### config.mk
export PLATFORM = sky130hd
export DESIGN_NAME = i2c_register_access_master_flat
export DESIGN_NICKNAME = d
export VERILOG_FILES = /design/src/design/i2crm_pkg.sv /design/src/design/i2crm_if.sv /design/src/design/i2crm_core.sv /design/src/design/i2c_register_access_master.sv /design/src/flat_wrapper.sv
export SDC_FILE = /design/constraint.sdc
export NUM_CORES = 1
export LEC_CHECK = 0
export BUFFER_PORTS_ARGS = -buffer_cell sky130_fd_sc_hd__buf_4
export CAP_MARGIN = 20
export CELL_PAD_IN_SITES_DETAIL_PLACEMENT = 0
export CELL_PAD_IN_SITES_GLOBAL_PLACEMENT = 1
export CORE_MARGIN = 10
export CORE_UTILIZATION = 35
export DETAILED_ROUTE_END_ITERATION = 12
export PLACE_DENSITY = 0.63
export SLEW_MARGIN = 20
export SYNTH_ARGS = -nofsm -noshare
export SYNTH_HDL_FRONTEND = slang
export SYNTH_SLANG_ARGS = --single-unit
### constraint.sdc
create_clock -name clk -period 3.1 [get_ports clk]
set_input_delay 0.155 -clock clk [delete_from_list [all_inputs] [get_ports clk]]
set_output_delay 0.155 -clock clk [all_outputs]
set_load 0.05 [all_outputs]
### src/design/i2crm_pkg.sv
package i2crm_pkg;

  localparam int CFG_INDEX_W = 2;

  localparam logic [7:0] RESET_SLAVE_ADDRESS  = 8'd162;
  localparam logic [7:0] RESET_ACK_POLL_LIMIT = 8'd250;

  // bit count at which a byte is complete
  localparam logic [3:0] BYTE_BITS = 4'd8;

  typedef enum logic [CFG_INDEX_W-1:0] {
    CFG_SLAVE_ADDRESS  = 2'd0,
    CFG_ACK_POLL_LIMIT = 2'd1
  } cfg_reg_t;

  typedef enum logic [1:0] {
    CMD_IDLE  = 2'd0,
    CMD_WRITE = 2'd1,
    CMD_READ  = 2'd2
  } cmd_t;

  typedef enum logic [3:0] {
    ST_IDLE    = 4'd0,
    ST_START   = 4'd1,
    ST_ADDRW   = 4'd2,
    ST_REG     = 4'd3,
    ST_DATA    = 4'd4,
    ST_RESTART = 4'd5,
    ST_ADDRR   = 4'd6,
    ST_READ    = 4'd7,
    ST_STOP    = 4'd8
  } stage_t;

  typedef struct packed {
    logic [1:0] cmd;
    logic [7:0] reg_address;
    logic [7:0] write_data;
    logic       sda_in;
  } in_word_t;

  typedef struct packed {
    logic       scl_level;
    logic       sda_release;
    logic       busy_res;
    logic       done_res;
    logic [7:0] read_result;
    logic       ack_error;
  } out_word_t;

  typedef struct packed {
    logic [7:0] slave_address;
    logic [7:0] ack_poll_limit;
  } cfg_regs_t;

endpackage

### src/design/i2crm_if.sv
interface i2crm_in_if;
  logic       valid;
  logic       ready;
  logic [1:0] cmd;
  logic [7:0] reg_address;
  logic [7:0] write_data;
  logic       sda_in;

  modport source (output valid, cmd, reg_address, write_data, sda_in, input ready);
  modport sink   (input valid, cmd, reg_address, write_data, sda_in, output ready);
endinterface

interface i2crm_out_if;
  logic       valid;
  logic       ready;
  logic       scl_level;
  logic       sda_release;
  logic       busy_res;
  logic       done_res;
  logic [7:0] read_result;
  logic       ack_error;

  modport source (output valid, scl_level, sda_release, busy_res, done_res, read_result,
                  ack_error, input ready);
  modport sink   (input valid, scl_level, sda_release, busy_res, done_res, read_result,
                  ack_error, output ready);
endinterface

interface i2crm_cfg_if;
  import i2crm_pkg::*;
  logic                   valid;
  logic                   ready;
  logic [CFG_INDEX_W-1:0] index;
  logic [7:0]             data;

  modport source (output valid, index, data, input ready);
  modport sink   (input valid, index, data, output ready);
endinterface

### src/design/i2crm_core.sv
module i2crm_core (
  input  logic                 clk,
  input  logic                 rst_n,
  input  logic                 accept,
  input  i2crm_pkg::in_word_t  in_word,
  input  i2crm_pkg::cfg_regs_t cfg,
  output i2crm_pkg::out_word_t result
);
  import i2crm_pkg::*;

  stage_t     stage_r, stage_nxt, stage_cur;
  logic [1:0] phase_r, phase_nxt;
  logic [3:0] bit_count_r, bit_count_nxt, bit_count_inc;
  logic [7:0] shift_r, shift_nxt;
  logic [7:0] poll_r, poll_nxt;
  logic [7:0] lat_reg_r, lat_reg_nxt;
  logic [7:0] lat_data_r, lat_data_nxt;
  logic       read_mode_r, read_mode_nxt;
  logic [7:0] rx_byte_r, rx_byte_nxt;
  logic       error_r, error_nxt;
  logic       is_cmd, scl, sda;
  logic [7:0] shift_in;

  assign bit_count_inc = bit_count_r + 4'd1;
  assign shift_in      = {shift_r[6:0], in_word.sda_in};
  assign is_cmd        = (in_word.cmd == CMD_WRITE) || (in_word.cmd == CMD_READ);

  always_comb begin
    stage_cur = (stage_r > ST_STOP) ? ST_IDLE : stage_r;
  end

  // bus levels of the current phase
  always_comb begin
    scl = 1'b1;
    sda = 1'b1;
    unique case (stage_cur)
      ST_START, ST_RESTART: begin
        scl = (phase_r == 2'd1) || (phase_r == 2'd2);
        sda = (phase_r <= 2'd1);
      end
      ST_ADDRW, ST_REG, ST_DATA, ST_ADDRR: begin
        scl = phase_r[0];
        sda = (phase_r < 2'd2) ? shift_r[7] : 1'b1;
      end
      ST_READ: begin
        scl = phase_r[0];
      end
      ST_STOP: begin
        scl = (phase_r != 2'd0);
        sda = (phase_r >= 2'd2);
      end
      default: begin
      end
    endcase
  end

  always_comb begin
    result.scl_level   = scl;
    result.sda_release = sda;
    result.busy_res    = (stage_cur != ST_IDLE);
    result.done_res    = (stage_cur == ST_STOP) && (phase_r >= 2'd2);
    result.read_result = rx_byte_r;
    result.ack_error   = error_r;
  end

  always_comb begin
    stage_nxt     = stage_cur;
    phase_nxt     = phase_r;
    bit_count_nxt = bit_count_r;
    shift_nxt     = shift_r;
    poll_nxt      = poll_r;
    lat_reg_nxt   = lat_reg_r;
    lat_data_nxt  = lat_data_r;
    read_mode_nxt = read_mode_r;
    rx_byte_nxt   = rx_byte_r;
    error_nxt     = error_r;
    if (stage_r > ST_STOP) begin
      phase_nxt = 2'd0;
    end
    unique case (stage_cur)
      ST_IDLE: begin
        if (is_cmd) begin
          lat_reg_nxt   = in_word.reg_address;
          lat_data_nxt  = in_word.write_data;
          read_mode_nxt = (in_word.cmd == CMD_READ);
          error_nxt     = 1'b0;
          bit_count_nxt = 4'd0;
          poll_nxt      = 8'd0;
          stage_nxt     = ST_START;
          phase_nxt     = 2'd2;
        end
      end
      ST_START, ST_RESTART: begin
        if (phase_r != 2'd3) begin
          phase_nxt = phase_r + 2'd1;
        end else begin
          bit_count_nxt = 4'd0;
          phase_nxt     = 2'd0;
          if (stage_cur == ST_START) begin
            shift_nxt = {cfg.slave_address[7:1], 1'b0};
            stage_nxt = ST_ADDRW;
          end else begin
            shift_nxt = {cfg.slave_address[7:1], 1'b1};
            stage_nxt = ST_ADDRR;
          end
        end
      end
      ST_ADDRW, ST_REG, ST_DATA, ST_ADDRR: begin
        case (phase_r)
          2'd0: phase_nxt = 2'd1;
          2'd1: begin
            shift_nxt     = {shift_r[6:0], 1'b0};
            bit_count_nxt = bit_count_inc;
            phase_nxt     = (bit_count_inc >= BYTE_BITS) ? 2'd2 : 2'd0;
          end
          2'd2: begin
            poll_nxt  = 8'd0;
            phase_nxt = 2'd3;
          end
          default: begin
            if (!in_word.sda_in) begin
              // slave acknowledged: advance to the next stage of the transaction
              bit_count_nxt = 4'd0;
              phase_nxt     = 2'd0;
              if (stage_cur == ST_ADDRW) begin
                shift_nxt = lat_reg_r;
                stage_nxt = ST_REG;
              end else if (stage_cur == ST_REG && read_mode_r) begin
                stage_nxt = ST_RESTART;
              end else if (stage_cur == ST_REG) begin
                shift_nxt = lat_data_r;
                stage_nxt = ST_DATA;
              end else if (stage_cur == ST_ADDRR) begin
                shift_nxt = 8'd0;
                stage_nxt = ST_READ;
              end else begin
                stage_nxt = ST_STOP;
              end
            end else if (poll_r >= cfg.ack_poll_limit) begin
              error_nxt = 1'b1;
              stage_nxt = ST_STOP;
              phase_nxt = 2'd0;
            end else begin
              poll_nxt = poll_r + 8'd1;
            end
          end
        endcase
      end
      ST_READ: begin
        case (phase_r)
          2'd0: phase_nxt = 2'd1;
          2'd1: begin
            shift_nxt     = shift_in;
            bit_count_nxt = bit_count_inc;
            if (bit_count_inc >= BYTE_BITS) begin
              rx_byte_nxt = shift_in;
              phase_nxt   = 2'd2;
            end else begin
              phase_nxt = 2'd0;
            end
          end
          2'd2: phase_nxt = 2'd3;
          default: begin
            stage_nxt = ST_STOP;
            phase_nxt = 2'd0;
          end
        endcase
      end
      default: begin
        // stop condition
        if (phase_r < 2'd2) begin
          phase_nxt = phase_r + 2'd1;
        end else begin
          stage_nxt = ST_IDLE;
          phase_nxt = 2'd0;
        end
      end
    endcase
  end

  always_ff @(posedge clk) begin
    if (!rst_n) begin
      stage_r     <= ST_IDLE;
      phase_r     <= 2'd0;
      bit_count_r <= 4'd0;
      shift_r     <= 8'd0;
      poll_r      <= 8'd0;
      lat_reg_r   <= 8'd0;
      lat_data_r  <= 8'd0;
      read_mode_r <= 1'b0;
      rx_byte_r   <= 8'd0;
      error_r     <= 1'b0;
    end else if (accept) begin
      stage_r     <= stage_nxt;
      phase_r     <= phase_nxt;
      bit_count_r <= bit_count_nxt;
      shift_r     <= shift_nxt;
      poll_r      <= poll_nxt;
      lat_reg_r   <= lat_reg_nxt;
      lat_data_r  <= lat_data_nxt;
      read_mode_r <= read_mode_nxt;
      rx_byte_r   <= rx_byte_nxt;
      error_r     <= error_nxt;
    end
  end

`ifndef ASSERT_OFF
  a_cmd_starts: assert property (@(posedge clk) disable iff (!rst_n)
    accept && stage_r == ST_IDLE && is_cmd |=> stage_r == ST_START && phase_r == 2'd2)
    else $error("command in idle did not open a start condition");

  a_bit_count_range: assert property (@(posedge clk) disable iff (!rst_n)
    bit_count_r <= BYTE_BITS)
    else $error("bit count ran past one byte");

  a_rx_hold: assert property (@(posedge clk) disable iff (!rst_n)
    !accept |=> $stable(rx_byte_r) && $stable(stage_r))
    else $error("state moved without an accepted word");

  a_stage_legal: assert property (@(posedge clk) disable iff (!rst_n)
    stage_r <= ST_STOP)
    else $error("sequencer reached an unused stage");

  a_done_ends: assert property (@(posedge clk) disable iff (!rst_n)
    accept && result.done_res |=> stage_r == ST_IDLE)
    else $error("stop completed but sequencer not idle");
`endif

endmodule

### src/design/i2c_register_access_master.sv
// Single-register I2C master. Each input word is one bus phase tick and gives
// exactly one result word with the SCL/SDA levels of that tick, so one word is
// taken per clock whenever the result side keeps up; the result register frees
// as it is taken, and the only stall is a full result register facing a low
// out ready. cmd 1 (write) or 2 (read) in an idle tick starts a transaction on
// the next tick; the command tick itself still reports idle. busy_res covers
// the transaction, done_res marks the single tick in which the stop completes,
// ack_error reports an acknowledge timeout (ack_poll_limit + 1 high poll ticks)
// and clears on the next command. Configuration (index 0 slave address, 1 poll
// limit) should be written only while idle; other indexes are ignored.
module i2c_register_access_master (
  input logic         clk,
  input logic         rst_n,
  i2crm_in_if.sink    in_if,
  i2crm_out_if.source out_if,
  i2crm_cfg_if.sink   cfg_if
);
  import i2crm_pkg::*;

  cfg_regs_t cfg_r;
  in_word_t  in_word;
  out_word_t core_res, out_r;
  logic      out_valid_r;
  logic      accept;

  assign cfg_if.ready = 1'b1;

  always_ff @(posedge clk) begin
    if (!rst_n) begin
      cfg_r.slave_address  <= RESET_SLAVE_ADDRESS;
      cfg_r.ack_poll_limit <= RESET_ACK_POLL_LIMIT;
    end else if (cfg_if.valid) begin
      unique case (cfg_if.index)
        CFG_SLAVE_ADDRESS:  cfg_r.slave_address  <= cfg_if.data;
        CFG_ACK_POLL_LIMIT: cfg_r.ack_poll_limit <= cfg_if.data;
        default: begin
        end
      endcase
    end
  end

  assign in_if.ready = !out_valid_r || out_if.ready;
  assign accept      = in_if.valid && in_if.ready;

  always_comb begin
    in_word.cmd         = in_if.cmd;
    in_word.reg_address = in_if.reg_address;
    in_word.write_data  = in_if.write_data;
    in_word.sda_in      = in_if.sda_in;
  end

  i2crm_core u_core (
    .clk     (clk),
    .rst_n   (rst_n),
    .accept  (accept),
    .in_word (in_word),
    .cfg     (cfg_r),
    .result  (core_res)
  );

  always_ff @(posedge clk) begin
    if (!rst_n) begin
      out_valid_r <= 1'b0;
    end else if (accept) begin
      out_valid_r <= 1'b1;
    end else if (out_if.ready) begin
      out_valid_r <= 1'b0;
    end
  end

  always_ff @(posedge clk) begin
    if (accept) begin
      out_r <= core_res;
    end
  end

  assign out_if.valid       = out_valid_r;
  assign out_if.scl_level   = out_r.scl_level;
  assign out_if.sda_release = out_r.sda_release;
  assign out_if.busy_res    = out_r.busy_res;
  assign out_if.done_res    = out_r.done_res;
  assign out_if.read_result = out_r.read_result;
  assign out_if.ack_error   = out_r.ack_error;

endmodule
### src/flat_wrapper.sv
// flat-port wrapper written by rule: the top's interface ports become plain ports
module i2c_register_access_master_flat import i2crm_pkg::*;
  (clk, rst_n, in_if_valid, in_if_cmd, in_if_reg_address, in_if_write_data, in_if_sda_in, in_if_ready, out_if_valid, out_if_scl_level, out_if_sda_release, out_if_busy_res, out_if_done_res, out_if_read_result, out_if_ack_error, out_if_ready, cfg_if_valid, cfg_if_index, cfg_if_data, cfg_if_ready);
  i2crm_in_if in_if_i ();
  i2crm_out_if out_if_i ();
  i2crm_cfg_if cfg_if_i ();
  input logic clk;
  input logic rst_n;
  input wire logic [$bits(in_if_i.valid)-1:0] in_if_valid;
  input wire logic [$bits(in_if_i.cmd)-1:0] in_if_cmd;
  input wire logic [$bits(in_if_i.reg_address)-1:0] in_if_reg_address;
  input wire logic [$bits(in_if_i.write_data)-1:0] in_if_write_data;
  input wire logic [$bits(in_if_i.sda_in)-1:0] in_if_sda_in;
  output wire logic [$bits(in_if_i.ready)-1:0] in_if_ready;
  output wire logic [$bits(out_if_i.valid)-1:0] out_if_valid;
  output wire logic [$bits(out_if_i.scl_level)-1:0] out_if_scl_level;
  output wire logic [$bits(out_if_i.sda_release)-1:0] out_if_sda_release;
  output wire logic [$bits(out_if_i.busy_res)-1:0] out_if_busy_res;
  output wire logic [$bits(out_if_i.done_res)-1:0] out_if_done_res;
  output wire logic [$bits(out_if_i.read_result)-1:0] out_if_read_result;
  output wire logic [$bits(out_if_i.ack_error)-1:0] out_if_ack_error;
  input wire logic [$bits(out_if_i.ready)-1:0] out_if_ready;
  input wire logic [$bits(cfg_if_i.valid)-1:0] cfg_if_valid;
  input wire logic [$bits(cfg_if_i.index)-1:0] cfg_if_index;
  input wire logic [$bits(cfg_if_i.data)-1:0] cfg_if_data;
  output wire logic [$bits(cfg_if_i.ready)-1:0] cfg_if_ready;
  assign in_if_i.valid = in_if_valid;
  assign in_if_i.cmd = in_if_cmd;
  assign in_if_i.reg_address = in_if_reg_address;
  assign in_if_i.write_data = in_if_write_data;
  assign in_if_i.sda_in = in_if_sda_in;
  assign in_if_ready = in_if_i.ready;
  assign out_if_valid = out_if_i.valid;
  assign out_if_scl_level = out_if_i.scl_level;
  assign out_if_sda_release = out_if_i.sda_release;
  assign out_if_busy_res = out_if_i.busy_res;
  assign out_if_done_res = out_if_i.done_res;
  assign out_if_read_result = out_if_i.read_result;
  assign out_if_ack_error = out_if_i.ack_error;
  assign out_if_i.ready = out_if_ready;
  assign cfg_if_i.valid = cfg_if_valid;
  assign cfg_if_i.index = cfg_if_index;
  assign cfg_if_i.data = cfg_if_data;
  assign cfg_if_ready = cfg_if_i.ready;
  i2c_register_access_master u_core (.clk(clk), .rst_n(rst_n), .in_if(in_if_i), .out_if(out_if_i), .cfg_if(cfg_if_i));
endmodule
==> impl_metrics.toml, run 1 <==
[clocking]
clock_latency_ns = 0.34
cts_buffer_depth = 2
cts.sinks = 81
cts_hold_buf = 0
numCtsBuffers = 9
htreeDepth = 3
cts_resized = 0
clkSlewWorstSetupHoldPaths_ns = 0.06
cts_setup_buffers = 0
clockRootBuffer = "clkbuf_16"
tritoncts = "yes"

[routing]
dr_total_vias = 3491
dr.pass1.iters = 4
antenna_left = 0
wirelength_um = 11080
via_per_inst = 5.250
drt_iter0_drc = 212
drc = 0
wl_per_cell_um = 16.66

[placement]
dpl_worst_slack_ns = 0.6809
gp_congestion = 0.8659
dp_cells = 649
io_buffers = 48
dpl.hpwl_um = 7994

[logic_synthesis]
syn_inst = 454
synthAdderAreaFrac = 0.04590
yosys_warnings = 0
ys_types = 75
synth_top_family_by_area = "compound AO/OA/AOI/OAI gates"
seq_area_frac_synth = 0.4042
ys_seq_elements = 81
synthFlopType = "dfxtp_1"
synthSimpleGateAreaFrac = 0.1804
synth_compound_area_frac = 0.1940
syn_area_um2 = 4334
synth_mux_area_frac = 0.1129
syn_nets = 503
synth_edf_count = 13
yosys.area_share.xor_xnor = 0.005774
syn_avg_cell_area_um2 = 9.547
ys_async_sr_fraction = 0

[die]
die-area_um2 = 17230
core_area_um2 = 12060
die-height_um = 131.3
rows = 40
start_util = 0.3593
io_pins = 50
die_w_um = 131.3

[setup_path]
endpoint_kind = "register"
crit_buf_inv = 2
cp_top_family = "compound AO/OA/AOI/OAI gates"
reg2reg_from = "u_core.u_core.phase_r[1]"
crit_fanout = 10
arrival_ns = 2.68
r2r_cells = 8
cp.required_ns = 3.35
reg2reg_setup_slack_ns = 0.67
crit_path_top_delay_cell = "dfxtp_1"
crit_type = "register to register"
slowest_delay_ns = 0.48
start_kind = "register"
regToRegEndpoint = "u_core.u_core.shift_r[5]"
crit_chain = "inv_1 -> ha_1 -> nand2b_1 -> a221oi_2 -> nor3_2 -> buf_4 -> and2_1 -> a311oi_2"

[final_layout]
layout_commonest_cell = "dfxtp_1"
num_antenna_cells = 0
fin_cells = 665
area.growth.synth_to_final_pct = 18.56
drive_gt1_frac = 0.2173
layout.nets = 541
layout_common_cells = "dfxtp_1, buf_4, nor2_1"

[global_route]
first_global_vias = 3495
grt_max_degree = 42
grt_remaining_overflow = 0
grt_pass1_wl_um = 17930
track_usage = 0.1266
antenna_found_initial = 0

[sta]
setup_violations = 0
tightest_slew_ns = 0.8682
hold_viol_final = 0
clock_skew_ns = 0.01152
setup_slack_ns = 0.6695
relSlewSlack = 0.4173
rsz0062_at_grt = "false"
slew_violations = 0
post-route-period-util = 0.7840
tns_ns = 0
fin_crit_ns = 2.430
max_freq_mhz = 411.4

[min_path]
hold_path_class = "input port to register"
min_to = "u_core.u_core.lat_data_r[5]"
hold_depth = 3
min_from = "in_if_write_data[5]"

[power]
vdd_drop_max_uv = 184.4
p_leak_uw = 0.002021
power_density_nw_per_um2 = 581.2

[run_status]
status = "finished, final reports clean"

[job]
drv_cap = 0
-- how the worst max path moves through the flow --
stage	from	endpoint	slack (ns)	depth (start not counted)
2_1_floorplan	u_core.out_if.valid	u_core.u_core.stage_r[2]	0.50	6
3_3_place_gp	u_core.u_core.phase_r[1]	u_core.u_core.shift_r[5]	0.76	7
3_5_place_dp	u_core.u_core.phase_r[1]	u_core.u_core.shift_r[5]	0.68	7
4_1_cts	u_core.u_core.phase_r[1]	u_core.u_core.shift_r[5]	0.67	7
5_1_grt	u_core.u_core.phase_r[1]	u_core.u_core.shift_r[5]	0.51	8
6_report	u_core.u_core.phase_r[1]	u_core.u_core.shift_r[5]	0.67	8
-- kinds of logic after synthesis --
family,count (synthesis)
DFF,81
AOI/OAI and AO/OA,108
muxes,48
and+or+nand+nor,147
buffers and inverters,51
adders and majority gates,16
other,1
xor gates and xnor gates,2
-- report_power, final --
group,leakage (uW),switching [uW],internal [uW]
logic,0.00119,414,257
clock network,0.000155,431,701
registers,0.000679,53.8,1130
-- through the flow --
stage | hold WS, ns | power, uW | util | area, um2
3_5_place_dp | 0.3989 | 1879 | 0.3993 | 4816
3_3_place_gp | 0.3879 | 1876 | 0.3993 | 4816
2_1_floorplan | 0.2834 | 1701 | - | 4334
5_1_grt | 0.04639 | 3143 | 0.4260 | 5139
4_1_cts | 0.03327 | 3029 | 0.4260 | 5139
6_report | 0.04755 | 2987 | 0.4260 | 5139
-- registers in the layout, indices dropped and copies added (netlist names), 2 cells and up --
name                       flops
u_core.u_core.lat_data_r       8
u_core.u_core.stage_r          4
u_core.u_core.phase_r          2
u_core.u_core.rx_byte_r        8
u_core.u_core.poll_r           8
u_core.u_core.shift_r          8
u_core.cfg_r                  15
u_core.u_core.bit_count_r      4
u_core.u_core.lat_reg_r        8
u_core.out_if.read_result      8
-- worst reg2reg max path: stages, from the launching register on --
cell and delay [ns]:
dfxtp_1 0.48, inv_1 0.13, ha_1 0.36, nand2b_1 0.23, a221oi_2 0.36, nor3_2 0.07
buf_4 0.17, and2_1 0.29, a311oi_2 0.25
-- final cells by class --
type | count | area, um2
Inverter | 19 | 71.32
Clock inverter | 4 | 55.05
Sequential cell | 81 | 1752
Tap cell | 168 | 210.2
Fill cell | 1210 | 6923
Multi-Input combinational cell | 322 | 2340
Timing Repair Buffer | 59 | 442.9
Clock buffer | 12 | 267.8
-- per-layer routing --
metal	vias up	routed length [um]	track usage
met4	0	163	0.05439
met5	-	0	0
li1	1733	-	-
met2	94	5151	0.1969
met1	1642	5125	0.1575
met3	22	639	0.04002
-- synthesized netlist by cell type, types with 2 or more instances --
cell type  number  area [um2]
inv_1          17       63.81
a311oi_2        7       105.1
nor3_1          5       25.02
dfxtp_1        68        1361
a2111oi_2       3       45.04
a31oi_1         5       31.28
ha_1           15       187.7
a211oi_1        5       37.54
o21ai_0        13       65.06
o32a_1          2       20.02
buf_1           4       15.01
a21oi_1        24       120.1
nand2_1        36       135.1
o31a_1          2       17.52
nand2b_1        8       50.05
nand3b_1        7       52.55
nor2_1         46       172.7
o21a_1          3       22.52
o2111ai_1       2       17.52
and2_1          2       12.51
o211ai_1       10       75.07
o22ai_1         2       12.51
edfxtp_1       13       390.4
buf_4           3       22.52
o21ai_1         3       15.01
clkbuf_1       20       75.07
nor2b_1         4       25.02
nor4b_4         2       47.55
nand4_1         4       25.02
mux2i_1        41       410.4
buf_6           3       33.78
nand3_1        15       75.07
and3_1          4       25.02
o31ai_1         2       15.01
a21o_1          2       15.01
a22oi_1         7       52.55
mux2_2          7       78.83
No activity file was read; power rests on OpenSTA's default activity.
==> run 2: changes to the inputs <==
==> constraint.sdc (replaced) <==
create_clock -name clk -period 2.29 [get_ports clk]
set_input_delay 0.1145 -clock clk [delete_from_list [all_inputs] [get_ports clk]]
set_output_delay 0.1145 -clock clk [all_outputs]
set_load 0.05 [all_outputs]
==> run 2 against run 1 <==
Die area did not move. Setup slack got worse by 0.53 ns. Critical endpoint unchanged. Fmax rose by 13%. Count of clock-buffer cells in the layout did not move. Largest power group unchanged. Register-to-register slack got worse by 0.53 ns. Design area rose by 4.4%. Routed wire length rose by 0.91%. Final cell count rose by 3.8%. Critical path depth fell by 1.
==> impl_metrics.toml, run 2 (synthesis gave the netlist of run 1 again) <==
[setup_path]
crit_chain = "inv_1 -> ha_1 -> nor2_1 -> a221oi_4 -> nor3_2 -> and2_1 -> a311oi_2"
cp_top_family = "simple AND/OR/NAND/NOR gates"
crit_end = "u_core.u_core.shift_r[5]"
cp.required_ns = 2.49
reg2reg_from = "u_core.u_core.phase_r[0]"
startpoint = "u_core.u_core.phase_r[0]"
crit_cells = 7
slowest_delay_ns = 0.43
crit_type = "register to register"
r2r_cells = 7
arrival_ns = 2.35
crit_path_top_delay_cell = "and2_1"
reg2reg_setup_slack_ns = 0.14
endpoint_kind = "register"
crit_buf_inv = 1
crit_fanout = 8
start_kind = "register"
regToRegEndpoint = "u_core.u_core.shift_r[5]"

[die]
die-area_um2 = 17230
die_w_um = 131.3
rows = 40
io_pins = 50
die-height_um = 131.3
start_util = 0.3593
core_area_um2 = 12060

[routing]
via_per_inst = 5.203
dr_total_vias = 3590
antenna_left = 0
drt_iter0_drc = 313
wirelength_um = 11180
drc = 0
wl_per_cell_um = 16.20
dr.pass1.iters = 5

[clocking]
clockRootBuffer = "clkbuf_16"
clkSlewWorstSetupHoldPaths_ns = 0.06
cts_buffer_depth = 2
cts.sinks = 81
numCtsBuffers = 9
tritoncts = "yes"
clock_latency_ns = 0.34
htreeDepth = 3

[final_layout]
area.growth.synth_to_final_pct = 23.76
drive_gt1_frac = 0.2433
num-fill-cells = 1154
num_antenna_cells = 0
final_area_um2 = 5364
layout_common_cells = "buf_4, dfxtp_1, nor2_1"
largest_reg_flops = 15
top_register = "u_core.cfg_r"
layout_commonest_cell = "buf_4"
final_util = 0.4447
layout.nets = 566
seq_area_um2 = 1752
multiInputGateArea_um2 = 2359

[global_route]
first_global_vias = 3519
grt_pass1_wl_um = 18270
track_usage = 0.1293
grt_remaining_overflow = 0
antenna_found_initial = 0
grt_max_degree = 42

[placement]
gp_congestion = 0.8963
placedInstanceArea_um2 = 4979
io_buffers = 48
dpl.hpwl_um = 8124

[sta]
relSlewSlack = 0.5465
hold_viol_final = 0
whs_ns = 0.008508
tns_ns = 0
rsz0062_at_grt = "true"
setup_violations = 0
max_freq_mhz = 464.2
post-route-period-util = 0.9408
fin_crit_ns = 2.154
clock_skew_ns = 0.007717
tightest_slew_ns = 0.6802
slew_violations = 0

[job]
drv_cap = 0

[run_status]
status = "finished, final reports clean"

[min_path]
hold_path_class = "input port to register"

[power]
vdd_drop_max_uv = 285.1
power_density_nw_per_um2 = 757.2
finalPower_uw = 4062
p_leak_uw = 0.002144
run 2: worst min path at each step:
stage                         start                          end  slack (ns)  cells after the start
2_1_floorplan        cfg_if_data[5]             u_core.cfg_r[13]        0.24                      2
3_3_place_gp    in_if_write_data[7]  u_core.u_core.lat_data_r[7]        0.35                      3
3_5_place_dp         cfg_if_data[5]             u_core.cfg_r[13]        0.35                      3
4_1_cts         in_if_write_data[5]  u_core.u_core.lat_data_r[5]      0.0002                      3
5_1_grt        in_if_reg_address[3]   u_core.u_core.lat_reg_r[3]        0.02                      3
6_report        in_if_write_data[3]  u_core.u_core.lat_data_r[3]       0.009                      3
run 2: cell type report:
type / count / area share
tap: 168 / 0.03919
multi-input combinational: 322 / 0.4397
sequential: 81 / 0.3266
inverter: 19 / 0.01330
timing repair buffer: 84 / 0.1255
clock inverter: 4 / 0.009797
clock buffer: 12 / 0.04595
run 2: power breakdown:
group / internal, uW / total, uW / switching, uW / leakage, uW
Sequential: 1530 / 1590 / 59.8 / 0.000679
Combinational: 412 / 1010 / 598 / 0.00132
Clock: 878 / 1460 / 584 / 0.000143
run 2: layer usage:
metal  global-route usage  up-vias  routed length (um)
met3              0.02934       24                 484
li1                     -     1795                   -
met5                    0        -                   0
met4              0.06551        0                 352
met1               0.1661     1678                5373
met2               0.1988       93                4971
run 2: worst reg2reg max path: cells and delay by family, from the launching register on:
family	cells	cell delay, ns
AO/OA/AOI/OAI	2	0.29
adder cells (fa/ha/maj)	1	0.29
flip-flops	1	0.40
AND/OR/NAND/NOR	3	0.88
buffers and inverters	1	0.14
run 2: timing repair:
action | 4_1_cts | 5_1_grt
endpoints found under the hold margin | 7 | 0
gates resized for setup | 0 | 2
buffers inserted | 0 | 0
endpoints found under the setup margin | 0 | 11
hold buffers | 7 | 0
run 2: per-stage QoR:
step / worst slack [ns] / cells
2_1_floorplan: 0.1018 / 454
3_3_place_gp: 0.1529 / 667
3_5_place_dp: 0.09740 / 667
4_1_cts: 0.06427 / 690
5_1_grt: -0.006199 / 690
6_report: 0.1357 / 690
==> run 3: changes to the inputs <==
--- a/config.mk
+++ b/config.mk
@@ -5,6 +5,7 @@
 export SDC_FILE = /design/constraint.sdc
 export NUM_CORES = 1
 export LEC_CHECK = 0
+export ABC_AREA = 1
 export BUFFER_PORTS_ARGS = -buffer_cell sky130_fd_sc_hd__buf_4
 export CAP_MARGIN = 20
 export CELL_PAD_IN_SITES_DETAIL_PLACEMENT = 0
@@ -12,7 +13,8 @@
 export CORE_MARGIN = 10
 export CORE_UTILIZATION = 35
 export DETAILED_ROUTE_END_ITERATION = 12
-export PLACE_DENSITY = 0.63
+export GPL_TIMING_DRIVEN = 1
+export PLACE_DENSITY = 0.66
 export SLEW_MARGIN = 20
 export SYNTH_ARGS = -nofsm -noshare
 export SYNTH_HDL_FRONTEND = slang
==> run 3 against run 2 <==
Fmax is 5.9% higher. Clock power rose by 4%. Via count is 6.7% higher. Count of clock-buffer cells in the layout decreased by 2. Critical path type unchanged.
==> impl_metrics.toml, run 3 <==
[logic_synthesis]
synth.most_common_cell = "nand2_1"
syn_inst = 565
syn_area_um2 = 4242
seq_area_frac_synth = 0.4130
syn_nets = 614
yosysTopAreaCellShare = 0.3209
synthTopCellsByArea = "dfxtp_1, nand2_1, edfxtp_1, nor2_1, inv_1"
synth_edf_count = 13
post_synth_most_frequent_cells = "nand2_1, dfxtp_1, nor2_1"
yosys_warnings = 0
syn_avg_cell_area_um2 = 7.507
synthFlopType = "dfxtp_1"
yosys.area.top_type = "dfxtp_1"
ys_types = 54
ys_seq_elements = 81
ys_async_sr_fraction = 0

[final_layout]
largest_reg_flops = 15
layout_commonest_cell = "nand2_1"
num_antenna_cells = 0
top_register = "u_core.cfg_r"
drive_gt1_frac = 0.1944
layout.nets = 682
layout_common_cells = "nand2_1, nor2_1, dfxtp_1"
area.growth.synth_to_final_pct = 23.69

[routing]
antenna_left = 0
dr_total_vias = 3832
dr.pass1.iters = 5
wl_per_cell_um = 14.77
drc = 0
via_per_inst = 4.882
drt_iter0_drc = 227
wirelength_um = 11590

[power]
vdd_drop_max_uv = 294.6
p_leak_uw = 0.002310
power_density_nw_per_um2 = 692.4

[sta]
fin_crit_ns = 2.035
max_freq_mhz = 491.4
post-route-period-util = 0.8886
rsz0062_at_grt = "false"
hold_viol_final = 0
setup_slack_ns = 0.2551
relSlewSlack = 0.4384
setup_violations = 0
clock_skew_ns = 0.005511
tightest_slew_ns = 0.8414
tns_ns = 0
slew_violations = 0

[min_path]
min_to = "u_core.u_core.lat_data_r[1]"
min_from = "in_if_write_data[1]"
hold_depth = 3
hold_path_class = "input port to register"

[run_status]
status = "finished, final reports clean"

[setup_path]
regToRegEndpoint = "u_core.u_core.shift_r[0]"
endpoint_kind = "register"
r2r_cells = 11
crit_fanout = 8
reg2reg_setup_slack_ns = 0.26
start_kind = "register"
arrival_ns = 2.28
reg2reg_from = "u_core.u_core.phase_r[1]"
cp.required_ns = 2.54
crit_type = "register to register"

[clocking]
clock_latency_ns = 0.35
clockRootBuffer = "clkbuf_16"
cts_buffer_depth = 2
numCtsBuffers = 9
tritoncts = "yes"
htreeDepth = 3
cts.sinks = 81
clkSlewWorstSetupHoldPaths_ns = 0.06

[die]
io_pins = 50
start_util = 0.3546
die-height_um = 130.1
die-area_um2 = 16920
core_area_um2 = 11960
die_w_um = 130.1
rows = 40

[global_route]
first_global_vias = 3736
grt_pass1_wl_um = 18680
antenna_found_initial = 0
track_usage = 0.1404
grt_max_degree = 46
grt_remaining_overflow = 0

[placement]
dpl.hpwl_um = 8448
io_buffers = 48
dpl_worst_slack_ns = 0.1744
gp_congestion = 0.8901

[job]
drv_cap = 0
[run 3: per-layer routing]
metal,GRT usage,part of all wire,routed length (um),vias to the layer above
met5,0,0,0,-
met4,0.06746,0.026,303,0
met3,0.03570,0.064,740,18
met2,0.2176,0.44,5143,83
met1,0.1781,0.47,5405,1734
li1,-,-,-,1997
[run 3: where the power goes]
part           total, uW  switching (uW)  internal (uW)
combinational        550             354            196
clock               1520             609            910
sequential          1560            37.6           1530
total               3630            1000           2630
[run 3: worst max-delay path by stage]
stage | start | end | slack [ns]
floorplan | u_core.out_if.valid | u_core.u_core.shift_r[1] | 0.03
global placement | u_core.u_core.phase_r[0] | u_core.u_core.shift_r[0] | 0.20
detailed placement | u_core.u_core.phase_r[0] | u_core.u_core.shift_r[6] | 0.17
CTS | u_core.u_core.phase_r[0] | u_core.u_core.shift_r[6] | 0.12
global route | u_core.u_core.phase_r[1] | u_core.u_core.shift_r[4] | 0.08
finish | u_core.u_core.phase_r[1] | u_core.u_core.shift_r[0] | 0.26
[run 3: worst max-delay path, stage by stage, from the launching register on]
cell     delay [ns]
dfxtp_1        0.41
inv_1          0.16
ha_1           0.21
inv_1          0.11
nand2_1        0.10
o21ai_2        0.15
inv_2          0.05
nor3_4         0.12
buf_4          0.17
nand3_2        0.21
nor3_2         0.17
nor2_1         0.06
[run 3: layout make-up]
cell class	instances	area (um2)
timing repair buffer	73	565.5
sequential	81	1752
tap	147	183.9
clock buffer	10	250.2
inverter	77	297.8
clock inverter	6	63.81
fill	1214	6715
multi-input combinational	391	2133
[run 3: stage by stage]
step	instance area (um2)	utilization	std cells	power, uW	hold slack [ns]
2_1_floorplan	4245	-	565	1954	0.2277
3_3_place_gp	4827	0.4036	759	2117	0.3360
3_5_place_dp	4827	0.4036	759	2126	0.3490
4_1_cts	5211	0.4357	782	3667	0.001834
5_1_grt	5246	0.4386	785	3803	0.01712
6_report	5246	0.4386	785	3633	0.01337
[run 3: kinds of logic (layout without fill, tap and decap cells)]
family	after synthesis	in the layout	share of synthesized area
flops	81	81	0.4130
other cells	1	1	0.0008841
fa+ha+maj	15	15	0.04425
xor+xnor	3	3	0.006196
compound gates	128	128	0.1773
buf+inv	94	166	0.08938
simple gates	243	244	0.2690
[run 3: timing repair]
action                                  4_1_cts  5_1_grt
setup buffers                                 0        2
hold endpoints to repair                      9        0
gates resized for setup                       0        2
hold buffers                                  7        0
endpoints found under the setup margin        0        9
